===== config.mk =====
export PLATFORM = sky130hd
export DESIGN_NAME = word_to_ascii_digits
export DESIGN_NICKNAME = d
export VERILOG_FILES = /design/src/rtl/wtad_pkg.sv /design/src/rtl/wtad_dabble.sv /design/src/rtl/wtad_seq.sv /design/src/rtl/word_to_ascii_digits.sv
export SDC_FILE = /design/constraint.sdc
export NUM_CORES = 1
export LEC_CHECK = 0
export ABC_AREA = 1
export BUFFER_PORTS_ARGS = -buffer_cell sky130_fd_sc_hd__buf_2
export CAP_MARGIN = 20
export CORE_MARGIN = 8
export CORE_UTILIZATION = 45
export CTS_CLUSTER_SIZE = 20
export DETAILED_ROUTE_END_ITERATION = 10
export PLACE_DENSITY = 0.73
export RECOVER_POWER = 100
export SLEW_MARGIN = 20
export SYNTH_ARGS = -nofsm -noshare
export SYNTH_HDL_FRONTEND = slang
export SYNTH_SLANG_ARGS = --single-unit

===== constraint.sdc =====
create_clock -name clk -period 2.6 [get_ports clk]
set_input_delay 0 -clock clk [delete_from_list [all_inputs] [get_ports clk]]
set_output_delay 0 -clock clk [all_outputs]
set_load 0.05 [all_outputs]

===== src/rtl/wtad_pkg.sv =====
package wtad_pkg;

	localparam int BIN_W   = 16;
	localparam int DEC_N   = 5;
	localparam int BCD_W   = DEC_N * 4;
	localparam int CNT_W   = $clog2(BIN_W);
	localparam int IDX_W   = $clog2(DEC_N);

	localparam logic [7:0]       ASCII_ZERO    = 8'h30;
	localparam logic [7:0]       ASCII_UPPER_A = 8'h41;
	localparam logic [BIN_W-1:0] WIDE_LIMIT    = 16'h00FF;

	localparam logic FUNC_DEC = 1'b0;
	localparam logic FUNC_HEX = 1'b1;

	localparam logic [IDX_W-1:0] HEX_TOP_WIDE   = 3'd3;
	localparam logic [IDX_W-1:0] HEX_TOP_NARROW = 3'd1;

	typedef struct packed {
		logic             func;
		logic [BIN_W-1:0] value;
	} wtad_in_t;

	typedef struct packed {
		logic [7:0] char_code;
		logic       last;
	} wtad_out_t;

	// converter control from the sequencer
	typedef struct packed {
		logic load;
		logic step;
	} wtad_dab_ctl_t;

	// one character request from the sequencer
	typedef struct packed {
		logic             fire;
		logic             last;
		logic [IDX_W-1:0] idx;
	} wtad_emit_t;

	typedef enum logic [1:0] {
		ST_IDLE,
		ST_CONV,
		ST_FIND,
		ST_EMIT
	} wtad_state_t;

	// nibble to uppercase ascii digit
	function automatic logic [7:0] nib_to_ascii(input logic [3:0] nib);
		logic [7:0] code;
		if (nib > 4'd9) begin
			code = ASCII_UPPER_A + {4'd0, nib} - 8'd10;
		end else begin
			code = ASCII_ZERO + {4'd0, nib};
		end
		return code;
	endfunction

endpackage


===== src/rtl/wtad_dabble.sv =====
module wtad_dabble (
	input  logic                          clk,
	input  logic                          arst_n,
	input  wtad_pkg::wtad_dab_ctl_t       ctl,
	input  logic [wtad_pkg::BIN_W-1:0]    value,
	output logic [wtad_pkg::BCD_W-1:0]    bcd
);
	import wtad_pkg::*;

	logic [BIN_W-1:0] bin_q;
	logic [BCD_W-1:0] bcd_q;
	logic [BCD_W-1:0] adj;

	// add three to every digit of five or more
	always_comb begin
		for (int i = 0; i < DEC_N; i++) begin
			if (bcd_q[i*4 +: 4] >= 4'd5) begin
				adj[i*4 +: 4] = bcd_q[i*4 +: 4] + 4'd3;
			end else begin
				adj[i*4 +: 4] = bcd_q[i*4 +: 4];
			end
		end
	end

	// one shift-add-3 step per cycle while ctl.step is high
	always_ff @(posedge clk or negedge arst_n) begin
		if (!arst_n) begin
			bin_q <= '0;
			bcd_q <= '0;
		end else if (ctl.load) begin
			bin_q <= value;
			bcd_q <= '0;
		end else if (ctl.step) begin
			bin_q <= {bin_q[BIN_W-2:0], 1'b0};
			bcd_q <= {adj[BCD_W-2:0], bin_q[BIN_W-1]};
		end
	end

	assign bcd = bcd_q;

endmodule


===== src/rtl/wtad_seq.sv =====
module wtad_seq (
	input  logic                          clk,
	input  logic                          arst_n,
	input  logic                          go,
	input  logic                          func,
	input  logic                          wide,
	input  logic [wtad_pkg::BCD_W-1:0]    bcd,
	output wtad_pkg::wtad_dab_ctl_t       ctl,
	output wtad_pkg::wtad_emit_t          emit,
	output logic                          busy
);
	import wtad_pkg::*;

	wtad_state_t      state_q, state_d;
	logic [CNT_W-1:0] cnt_q, cnt_d;
	logic [IDX_W-1:0] idx_q, idx_d;
	logic [IDX_W-1:0] lead;

	// most significant nonzero decimal digit, zero if none
	always_comb begin
		lead = '0;
		for (int i = 0; i < DEC_N; i++) begin
			if (bcd[i*4 +: 4] != 4'd0) begin
				lead = IDX_W'(i);
			end
		end
	end

	always_ff @(posedge clk or negedge arst_n) begin
		if (!arst_n) begin
			state_q <= ST_IDLE;
			cnt_q   <= '0;
			idx_q   <= '0;
		end else begin
			state_q <= state_d;
			cnt_q   <= cnt_d;
			idx_q   <= idx_d;
		end
	end

	// next state and controls
	always_comb begin
		state_d   = state_q;
		cnt_d     = cnt_q;
		idx_d     = idx_q;
		ctl       = '0;
		emit.fire = 1'b0;
		emit.last = (idx_q == '0);
		emit.idx  = idx_q;
		busy      = 1'b1;
		unique case (state_q)
			ST_IDLE: begin
				busy = 1'b0;
				if (go) begin
					ctl.load = 1'b1;
					cnt_d    = '0;
					state_d  = (func == FUNC_HEX) ? ST_FIND : ST_CONV;
				end
			end
			ST_CONV: begin
				ctl.step = 1'b1;
				cnt_d    = cnt_q + 1'b1;
				if (cnt_q == CNT_W'(BIN_W - 1)) begin
					state_d = ST_FIND;
				end
			end
			ST_FIND: begin
				if (func == FUNC_HEX) begin
					idx_d = wide ? HEX_TOP_WIDE : HEX_TOP_NARROW;
				end else begin
					idx_d = lead;
				end
				state_d = ST_EMIT;
			end
			ST_EMIT: begin
				emit.fire = 1'b1;
				if (idx_q == '0) begin
					state_d = ST_IDLE;
				end else begin
					idx_d = idx_q - 1'b1;
				end
			end
			default: begin
				state_d = ST_IDLE;
			end
		endcase
	end

endmodule


===== src/rtl/word_to_ascii_digits.sv =====
// channel   ports                      transfer when
// input     start, busy, item          start high and busy low at a rising edge
// output    strobe, result             strobe high, one cycle per character
//
// decimal: busy for 16 shift-add-3 steps of the converter,
// one leading-digit scan and n characters, n = 1..5
// hex: busy for the select state and n characters, n = 2 or 4; each character
// appears on result the cycle after its sequencer slot, from an output register
// arst_n clears the sequencer and the strobe; the receiver cannot stall
module word_to_ascii_digits (
	input  logic                  clk,
	input  logic                  arst_n,
	input  logic                  start,
	output logic                  busy,
	input  wtad_pkg::wtad_in_t    item,
	output logic                  strobe,
	output wtad_pkg::wtad_out_t   result
);
	import wtad_pkg::*;

	logic          go;
	wtad_in_t      item_q;
	wtad_dab_ctl_t ctl;
	wtad_emit_t    emit;
	logic [BCD_W-1:0] bcd;
	logic [BCD_W-1:0] src;
	logic          strobe_q;
	wtad_out_t     result_q;

	assign go = start && !busy;

	// capture the item on transfer
	always_ff @(posedge clk) begin
		if (go) begin
			item_q <= item;
		end
	end

	wtad_dabble u_dabble (
		.clk    (clk),
		.arst_n (arst_n),
		.ctl    (ctl),
		.value  (item.value),
		.bcd    (bcd)
	);

	// format comes straight from the port in the transfer cycle
	wtad_seq u_seq (
		.clk    (clk),
		.arst_n (arst_n),
		.go     (go),
		.func   (go ? item.func : item_q.func),
		.wide   (item_q.value > WIDE_LIMIT),
		.bcd    (bcd),
		.ctl    (ctl),
		.emit   (emit),
		.busy   (busy)
	);

	// digit source: bcd digits or raw nibbles
	assign src = (item_q.func == FUNC_HEX) ? {{(BCD_W-BIN_W){1'b0}}, item_q.value} : bcd;

	// output register
	always_ff @(posedge clk or negedge arst_n) begin
		if (!arst_n) begin
			strobe_q <= 1'b0;
		end else begin
			strobe_q <= emit.fire;
		end
	end

	always_ff @(posedge clk) begin
		if (emit.fire) begin
			result_q.char_code <= nib_to_ascii(src[emit.idx*4 +: 4]);
			result_q.last      <= emit.last;
		end
	end

	assign strobe = strobe_q;
	assign result = result_q;

	// a transfer makes the block busy
	a_go_busy: assert property (@(posedge clk) disable iff (!arst_n)
		start && !busy |=> busy)
		else $error("busy not raised after transfer");

	// the final character is never followed directly by another
	a_last_gap: assert property (@(posedge clk) disable iff (!arst_n)
		strobe && result.last |=> !strobe)
		else $error("character right after last");

	// a character seen while idle closes its number
	a_idle_last: assert property (@(posedge clk) disable iff (!arst_n)
		strobe && !busy |-> result.last)
		else $error("idle character without last");

	// only digit codes are produced
	a_code: assert property (@(posedge clk) disable iff (!arst_n)
		strobe |-> ((result.char_code >= 8'h30 && result.char_code <= 8'h39) ||
			(result.char_code >= 8'h41 && result.char_code <= 8'h46)))
		else $error("bad character code");

endmodule


==> flow_summary_export.csv, run 1 <==
group,metric,value,unit
drt,ant_nets,0,
sta,period_share,86.8,%
clocking,cts_setup_buffers,0,
drt,drt_iter0_markers,207,
worst_setup_path,ff2ff_path_depth,11,
drt,detail_route.first_pass.iterations,4,
worst_setup_path,rrSetupSlack,0.34,ns
die,core,8260,um^2
sta,hold_viol,0,
sta,fmax,443,MHz
pwr,leakage,2.00,nW
drt,drcViolationCount,0,
clocking,cts_tree,"done",
place,hpwl,5.92,mm
layout,antenna_cells,0,
yosys,synthDistinctLibCells,37,
clocking,cts_inserted_buffers,9,
pwr,p_per_area,1170,nW/um^2
yosys,synth_cells,427,
yosys,yosysWarnings,0,
worst_setup_path,worstPathArrival,2.35,ns
layout,fin_util,53.4,%
sta,final.setup.tns,0,ns
die,die_w,109,um
sta,slew_headroom,23.2,%
die,dieArea,11800,um^2
die,num_rows,33,
place,gp_congestion,0.851,
pwr,ir_drop,0.743,mV
hold_path,hold_depth,4,
clocking,clockBufferDepth,2,
layout,stdcell_count,586,
drt,totalWireLength,8.30,mm
hold_path,hold_path.class,"input port to flop",
clocking,clkSinkCount,71,
worst_setup_path,critPathMaxFanout,11,
worst_setup_path,crit_required,2.69,ns
yosys,synth.yosys.seq_area_share,49.3,%
job,timing.max_cap.violations,0,
worst_setup_path,reg2reg_from,"u_seq.idx_q[0]",
die,start_util,46.7,%
sta,slew_viol_final,0,
clocking,cts-root-buf,"clkbuf_8",
global_route,grt_first_pass_wirelength,14.3,mm
clocking,htree_levels,3,
clocking,clkLatencyLatePin,0.34,ns
global_route,grt_max_degree,47,
yosys,syn_area_per_cell,9.04,um^2
sta,fin_crit,2.26,ns
global_route,grt_usage,15.2,%
sta,setup_viol,0,
global_route,grt_overflow,0,
global_route,antenna_found_initial,0,
yosys,synth-async-reset-ratio,64.8,%
worst_setup_path,cp-end-kind,"flop",
yosys,synthesis.nets,467,
place,io_buffers,29,
layout,multi_input_comb_area,1540,um^2
sta,final.setup_skew,0.00822,ns
place,dpl.cell_count,552,
drt,wl_per_cell,14.2,um
worst_setup_path,r2r_end,"result[2]",
yosys,synth-main-ff-cell,"dfrtp_1",
layout,fillers,759,
yosys,synth_edf_count,25,
die,fp.dieH,109,um
sta,rsz0062_at_grt,"false",
layout,regArea,1900,um^2
drt,vias,3053,
layout,layout-drive-gt1-share,8.94,%
hold_path,min-delay-start,"start",
clocking,cts.clk_slew.worst_paths,0.08,ns
worst_setup_path,cp-start-kind,"flop",
worst_setup_path,path_class,"flop to flop",
layout,syn_to_final_growth,14.2,%
yosys,synth-seq-cells,71,
pwr,finalPower,5.16,mW
layout,nets,516,
outcome,status,"finished, final reports clean",
hold_path,min_to,"u_seq.state_q[1]",
sta,tightest_slew,1.15,ns
global_route,grt_pass1_vias,3141,
die,io-pin-count,31,
drt,viasPerCell,5.21,
yosys,syn_area,3860,um^2
-- cells in the final DEF (no fill, tap or decap), drive strengths merged --
| master | n |
|---|---|
| a22o | 1 |
| or2 | 7 |
| buf | 4 |
| inv | 78 |
| a32o | 1 |
| nand4 | 4 |
| o211ai | 7 |
| xor2 | 5 |
| o221ai | 12 |
| edfxtp | 25 |
| o21ai | 36 |
| o32ai | 5 |
| clkinv | 3 |
| a22oi | 1 |
| a31oi | 1 |
| nand3 | 35 |
| bufinv | 2 |
| clkbuf | 38 |
| ha | 20 |
| dfrtp | 46 |
| dlygate4sd3 | 18 |
| nor2 | 18 |
| a21oi | 9 |
| clkinvlp | 2 |
| conb | 1 |
| nand2 | 88 |
| o22ai | 11 |
| nor4 | 1 |
| o21a | 1 |
| o21bai | 1 |
-- power breakdown --
part	internal, mW	switching [mW]	leakage (nW)
Clock	0.561	0.408	0.106
Sequential	1.58	0.225	0.834
Combinational	0.758	1.63	1.06
Total	2.90	2.27	2.00
-- synthesized netlist by cell type (2+ instances only) --
cell type | number | share of area (%)
a21oi_1 | 9 | 1.2
nor2_4 | 2 | 0.58
xor2_1 | 5 | 1.1
o21ai_1 | 2 | 0.26
o22ai_1 | 11 | 1.8
o21ai_0 | 32 | 4.2
buf_4 | 4 | 0.78
inv_1 | 70 | 6.8
nand3_1 | 32 | 4.2
nand2_1 | 84 | 8.2
buf_6 | 2 | 0.58
buf_2 | 5 | 0.65
o221ai_1 | 12 | 2.7
o32ai_1 | 5 | 1.1
nand2_2 | 3 | 0.49
ha_1 | 20 | 6.5
edfxtp_1 | 25 | 19
nor2_1 | 16 | 1.6
or2_2 | 6 | 0.97
inv_2 | 8 | 0.78
o211ai_1 | 7 | 1.4
o21ai_2 | 2 | 0.45
nand3_2 | 3 | 0.78
dfrtp_1 | 46 | 30
nand4_1 | 4 | 0.65
-- how the worst max path moves through the flow --
| stage | start | endpoint |
|---|---|---|
| after floorplan | item_q[16] | result[4] |
| after global placement | item_q[16] | result[4] |
| after detailed placement | u_seq.idx_q[0] | result[4] |
| after CTS | u_seq.idx_q[0] | result[4] |
| after global routing | u_seq.idx_q[0] | result[2] |
| final | u_seq.idx_q[0] | result[2] |
-- registers in the layout, indices dropped and copies added, names as in the netlist --
signal          cells
item_q             17
result              8
strobe              1
u_dabble.bcd       20
u_dabble.bin_q     16
u_seq.cnt_q         4
u_seq.idx_q         3
u_seq.state_q       2
-- kinds of logic (layout without fill, tap and decap cells) --
logic type | count (synthesis) | in the layout | share of synthesized area, %
AOI/OAI and AO/OA | 86 | 86 | 14.4
xor gates and xnor gates | 5 | 5 | 1.13
adders and majority gates | 20 | 20 | 6.49
buffers and inverters | 91 | 145 | 10.3
DFF | 71 | 71 | 49.3
other | 1 | 1 | 0.0972
and+or+nand+nor | 153 | 153 | 18.4
-- worst max-delay path: stages (launching register included) --
cell and delay (ns):
dfrtp_1 0.55, nor4_4 0.41, nand2_1 0.11, nand2_1 0.11, inv_1 0.07, ha_1 0.21
nor2_1 0.10, inv_1 0.05, nand3_2 0.09, nand2_1 0.14, nand2_1 0.11, o21ai_2 0.05
-- through the flow --
stage | hold WS [ns] | cell area, um^2 | setup WS [ns]
2_1_floorplan | -0.296 | 3860 | 0.575
3_3_place_gp | 0.194 | 4060 | 0.478
3_5_place_dp | 0.195 | 4060 | 0.401
4_1_cts | 0.106 | 4460 | 0.395
5_1_grt | 0.131 | 4410 | 0.106
6_report | 0.111 | 4410 | 0.344
-- metal layers --
metal	share of wire [%]	global-route usage (%)	vias up	routed length, um
li1	-	-	1519	-
met1	44	18.5	1455	3680
met2	49	25.6	71	4050
met3	5.6	3.75	8	467
met4	1.1	4.89	0	91
met5	0	0	-	0
-- what timing repair did --
item / 4_1_cts / 5_1_grt
gates resized for setup: 0 / 0
hold buffers: 18 / 0
hold endpoints to repair: 79 / 0
-- layout make-up --
cell class | instances | share of cell area, %
sequential | 71 | 43.1
tap | 105 | 2.98
inverter | 79 | 6.78
clock inverter | 6 | 1.90
clock buffer | 10 | 3.12
timing repair buffer | 50 | 7.10
multi-input combinational | 265 | 35.0
No activity file was read; power rests on OpenSTA's default activity.
==> run 2: changes to the inputs <==
Settings changed: BUFFER_PORTS_ARGS -buffer_cell sky130_fd_sc_hd__buf_2 to default, CORE_MARGIN 8 to 4, DONT_BUFFER_PORTS from default to 1, PLACE_DENSITY 0.73 to 0.7.
==> flow_summary_export.csv, run 2 (synthesized netlist as in run 1, its figures left out) <==
group,metric,value,unit
sta,slew_viol_final,0,
place,io_buffers,0,
worst_setup_path,crit_path_max_incr_delay,0.44,ns
worst_setup_path,cp-start-kind,"flop",
global_route,grt_usage,17.5,%
die,fp.dieH,101,um
worst_setup_path,critPathMaxFanout,15,
pwr,swShare,44.0,%
sta,tightest_slew,1.18,ns
sta,hold_viol,0,
layout,largest_register_ffs,20,
die,dieArea,10100,um^2
pwr,finalPower,5.15,mW
hold_path,hold_path.class,"input port to flop",
pwr,switchingPower,2.26,mW
worst_setup_path,crit_required,2.70,ns
hold_path,min-delay-start,"item[16]",
hold_path,hold_depth,4,
layout,layout-drive-gt1-share,9.25,%
place,hpwl,5.60,mm
drt,ant_nets,0,
die,start_util,46.5,%
global_route,grt_overflow,0,
clocking,cts_inserted_buffers,9,
sta,period_share,88.1,%
sta,fin_crit,2.29,ns
clocking,htree_levels,3,
pwr,seqPwrFrac,39.0,%
worst_setup_path,rrSetupSlack,0.31,ns
hold_path,min_to,"u_seq.idx_q[2]",
outcome,status,"finished, final reports clean",
sta,fin_ws,0.311,ns
clocking,clockBufferDepth,2,
worst_setup_path,crit_buf_inv,4,
clocking,cts.clk_slew.worst_paths,0.07,ns
clocking,cts_setup_buffers,0,
drt,viasPerCell,5.12,
worst_setup_path,reg2reg_from,"item_q[16]",
worst_setup_path,cpLargestDelayFamily,"simple AND/OR/NAND/NOR gates",
layout,antenna_cells,0,
layout,regArea,1900,um^2
sta,setup_viol,0,
pwr,p_int,2.88,mW
global_route,grt_pass1_vias,2963,
global_route,antenna_found_initial,0,
drt,drt_iter0_markers,155,
sta,slew_headroom,21.5,%
pwr,combPwrFrac,41.8,%
die,die_w,101,um
sta,final.setup.tns,0,ns
drt,wl_per_cell,14.3,um
worst_setup_path,path_common_cell,"inv_1",
layout,fillers,740,
drt,totalWireLength,8.00,mm
drt,detail_route.first_pass.iterations,5,
global_route,grt_first_pass_wirelength,13.8,mm
worst_setup_path,cp_slowest_cell,"edfxtp_1",
worst_setup_path,cp-end-kind,"flop",
job,timing.max_cap.violations,0,
global_route,grt_max_degree,47,
layout,layout_commonest_cell,"nand2_1",
layout,nets,489,
die,core,8300,um^2
clocking,clkSinkCount,71,
clocking,cts_tree,"done",
drt,vias,2863,
pwr,clock_power_share,19.2,%
sta,final.setup_skew,0.00853,ns
sta,fmax,437,MHz
place,dp_slack,0.423,ns
worst_setup_path,path_class,"flop to flop",
clocking,cts-root-buf,"clkbuf_8",
worst_setup_path,crit_chain,"inv_1, o211ai_1, nand3_1, nand3_1, nand2_1, inv_1, ha_1, nor2_1, inv_1, nand3_2, nand2_4, inv_2, o21ai_1",
layout,syn_to_final_growth,11.9,%
layout,final_cell_mix,"84 x nand2_1, 73 x inv_1, 46 x dfrtp_1, 33 x o21ai_0, 32 x nand3_1",
drt,drcViolationCount,0,
clocking,clkLatencyLatePin,0.35,ns
worst_setup_path,ff2ff_path_depth,13,
worst_setup_path,worstPathArrival,2.39,ns
die,io-pin-count,31,
place,gp_congestion,0.863,
sta,rsz0062_at_grt,"false",
pwr,ir_drop,0.740,mV
clocking,cts_resized,0,
worst_setup_path,r2r_end,"result[6]",
die,num_rows,33,
pwr,leakage,1.98,nW
layout,multi_input_comb_area,1550,um^2
pwr,p_per_area,1190,nW/um^2
run 2: changes by cell type in the layout (fill, tap and decap cells not counted):
cell           change
dlygate4sd3_1      +1
nand2_4            +1
nand2_1            -1
clkinv_4           +1
inv_1              +1
clkbuf_1          -25
clkinvlp_4         -1
clkinv_1           -2
buf_2              -2
run 2: worst max-delay path by stage:
stage / cells after the start / to / slack, ns / from
after detailed placement: 10 / result[4] / 0.42 / u_seq.idx_q[0]
after global routing: 13 / result[4] / 0.11 / item_q[16]
after CTS: 10 / result[4] / 0.41 / u_seq.idx_q[0]
after floorplan: 11 / result[4] / 0.57 / item_q[16]
final: 13 / result[6] / 0.31 / item_q[16]
after global placement: 13 / result[4] / 0.48 / item_q[16]
run 2: power by group through the flow:
| stage | Combinational, mW | Clock [mW] | Sequential [mW] |
|---|---|---|---|
| floorplan | 1.78 | 0 | 1.94 |
| global placement | 2.07 | 0 | 2.02 |
| detailed placement | 2.13 | 0 | 2.03 |
| CTS | 2.18 | 1.01 | 2.01 |
| global route | 2.46 | 1.07 | 2.05 |
| finish | 2.15 | 0.990 | 2.01 |
run 2: metrics by stage:
stage	util [%]	std cells	hold WS (ns)	area, um^2
after CTS	52.5	559	0.00357	4360
final	52.0	559	0.0168	4320
after global routing	52.0	559	0.0812	4320
after floorplan	-	427	-0.296	3860
after detailed placement	47.2	523	-0.294	3920
after global placement	47.2	523	-0.294	3920
run 2: cell type report:
| cell class | count | share of cell area [%] |
|---|---|---|
| clock buffer | 11 | 3.27 |
| tap | 105 | 3.04 |
| multi-input combinational | 265 | 35.9 |
| clock inverter | 5 | 1.88 |
| inverter | 79 | 6.92 |
| sequential | 71 | 44.0 |
| timing repair buffer | 23 | 4.98 |
run 2: worst register-to-register path, cell delays in order (launching register included):
cell      delay (ns)
edfxtp_1        0.44
inv_1           0.36
o211ai_1        0.14
nand3_1         0.12
nand3_1         0.12
nand2_1         0.11
inv_1           0.06
ha_1            0.21
nor2_1          0.10
inv_1           0.05
nand3_2         0.12
nand2_4         0.09
inv_2           0.06
o21ai_1         0.06
run 2: what timing repair did:
action / in CTS / in global routing
setup endpoints to repair: 0 / 0
hold endpoints to repair: 80 / 0
hold buffers: 20 / 0
run 2: per-layer routing:
layer / vias up / track usage (%) / share of wire [%] / wire length (um)
met5: - / 0 / 0 / 0
met4: 0 / 7.25 / 2.0 / 162
met3: 16 / 4.50 / 5.0 / 396
met2: 64 / 26.7 / 46 / 3690
met1: 1310 / 23.7 / 47 / 3750
li1: 1473 / - / - / -
==> run 3: changes to the inputs <==
Settings changed: CAP_MARGIN 20 to 10, CELL_PAD_IN_SITES_DETAIL_PLACEMENT from default to 1, CELL_PAD_IN_SITES_GLOBAL_PLACEMENT from default to 1, CORE_UTILIZATION 45 to 49, PLACE_DENSITY 0.7 to 0.89.
==> flow_summary_export.csv, run 3 (synthesized netlist as in run 1, its figures left out) <==
group,metric,value,unit
layout,syn_to_final_growth,11.1,%
worst_setup_path,cp_slowest_cell,"edfxtp_1",
drt,viasPerCell,5.51,
layout,final_area,4290,um^2
outcome,status,"finished, final reports clean",
sta,slew_viol_final,0,
die,start_util,50.2,%
drt,wl_per_cell,17.8,um
drt,totalWireLength,9.90,mm
clocking,ctsHoldBuffers,20,
clocking,cts_tree,"done",
clocking,cts_setup_buffers,0,
drt,drcViolationCount,0,
sta,fin_crit,2.33,ns
drt,wl_met1,4.31,mm
place,place_area,3910,um^2
clocking,cts.clk_slew.worst_paths,0.09,ns
drt,dr_wl_met3,397,um
clocking,cts_resized,0,
worst_setup_path,crit_required,2.71,ns
worst_setup_path,rrSetupSlack,0.27,ns
layout,layout_commonest_cell,"nand2_1",
worst_setup_path,critPathMaxFanout,15,
die,die_w,96.7,um
place,io_buffers,0,
die,fp.dieH,96.7,um
worst_setup_path,path_common_cell,"inv_1",
die,core,7690,um^2
place,hpwl,6.84,mm
clocking,htree_levels,3,
worst_setup_path,crit_chain,"inv_1, o211ai_1, nand3_1, nand3_1, nand2_1, inv_1, ha_1, nor2_1, inv_1, nand3_2, nor2_1, o21bai_2",
pwr,p_per_area,1200,nW/um^2
pwr,leakage,1.97,nW
global_route,grt_max_degree,47,
global_route,grt_overflow,0,
pwr,ir_drop,0.700,mV
layout,fillers,909,
global_route,antenna_found_initial,0,
clocking,clockBufferDepth,2,
sta,period_share,89.8,%
drt,vias,3066,
layout,nets,489,
clocking,clkLatencyLatePin,0.35,ns
sta,final.setup.tns,0,ns
drt,ant_nets,0,
die,dieArea,9360,um^2
global_route,grt_usage,22.4,%
worst_setup_path,cp-start-kind,"flop",
clocking,clkSinkCount,71,
die,io-pin-count,31,
sta,slew_headroom,18.3,%
pwr,finalPower,5.16,mW
worst_setup_path,path_class,"flop to flop",
sta,tightest_slew,1.23,ns
drt,detail_route.first_pass.iterations,4,
worst_setup_path,worstPathArrival,2.45,ns
drt,drt_iter0_markers,130,
sta,rsz0062_at_grt,"false",
drt,wl_met2,5.05,mm
layout,final_cell_mix,"84 x nand2_1, 73 x inv_1, 46 x dfrtp_1, 34 x o21ai_0, 32 x nand3_1",
layout,layout-drive-gt1-share,9.47,%
sta,setup_viol,0,
drt,top_layer_used,"met4",
worst_setup_path,cp-end-kind,"flop",
sta,final.setup_skew,0.0101,ns
worst_setup_path,crit_path_max_incr_delay,0.46,ns
clocking,cts-root-buf,"clkbuf_8",
die,num_rows,32,
sta,hold_viol,0,
global_route,grt_first_pass_wirelength,16.9,mm
place,gp_congestion,0.837,
global_route,grt_pass1_vias,3372,
clocking,cts_inserted_buffers,9,
sta,fmax,428,MHz
layout,largest_register_ffs,20,
layout,antenna_cells,0,
job,timing.max_cap.violations,0,
hold_path,hold_path.class,"input port to flop",
run 3: final timing paths:
check | from | end | cells after the start
max in group asynchronous | arst_n | u_dabble.bin_q[8] | 2
hold reg to reg | u_dabble.bin_q[12] | u_dabble.bin_q[12] | 2
hold / removal | item[16] | u_seq.idx_q[0] | 4
setup reg to reg | item_q[16] | result[4] | 12
setup / recovery | item_q[16] | result[4] | 12
min in group asynchronous | arst_n | u_dabble.bcd[13] | 2
run 3: area by class of cell:
class                   count  area, um^2  area share (%)
clock buffers              10         149            3.47
clock inverters             6        42.5           0.992
inverters                  79         299            6.97
multi-input cells         265        1550            36.2
flip-flops and latches     71        1900            44.4
well taps                 102         128            2.98
repair buffers             23         215            5.02
run 3: stage by stage:
step	hold slack (ns)	instances	util, %	setup slack [ns]
global route	0.107	556	55.8	0.0649
floorplan	-0.296	427	-	0.575
finish	0.0700	556	55.8	0.265
global placement	-0.293	520	50.9	0.477
detailed placement	-0.293	520	50.9	0.377
CTS	0.0124	556	56.2	0.294
run 3: where the power goes:
| group | switching, mW | internal [mW] | total, mW |
|---|---|---|---|
| Combinational | 1.52 | 0.737 | 2.26 |
| Clock | 0.465 | 0.406 | 0.871 |
| Sequential | 0.452 | 1.58 | 2.03 |
| Total | 2.44 | 2.72 | 5.16 |
run 3: critical path: cells and delay by family, from the launching register on:
kind                       cells  cell delay [ns]
adders and majority gates      1             0.21
AOI/OAI and AO/OA              2             0.30
DFF                            1             0.46
buffers and inverters          3             0.49
and+or+nand+nor                6             0.63
run 3: routing by layer:
metal	vias up	global-route usage [%]
met3	17	4.69
li1	1470	-
met1	1522	28.3
met5	-	0
met2	57	38.7
met4	0	6.37
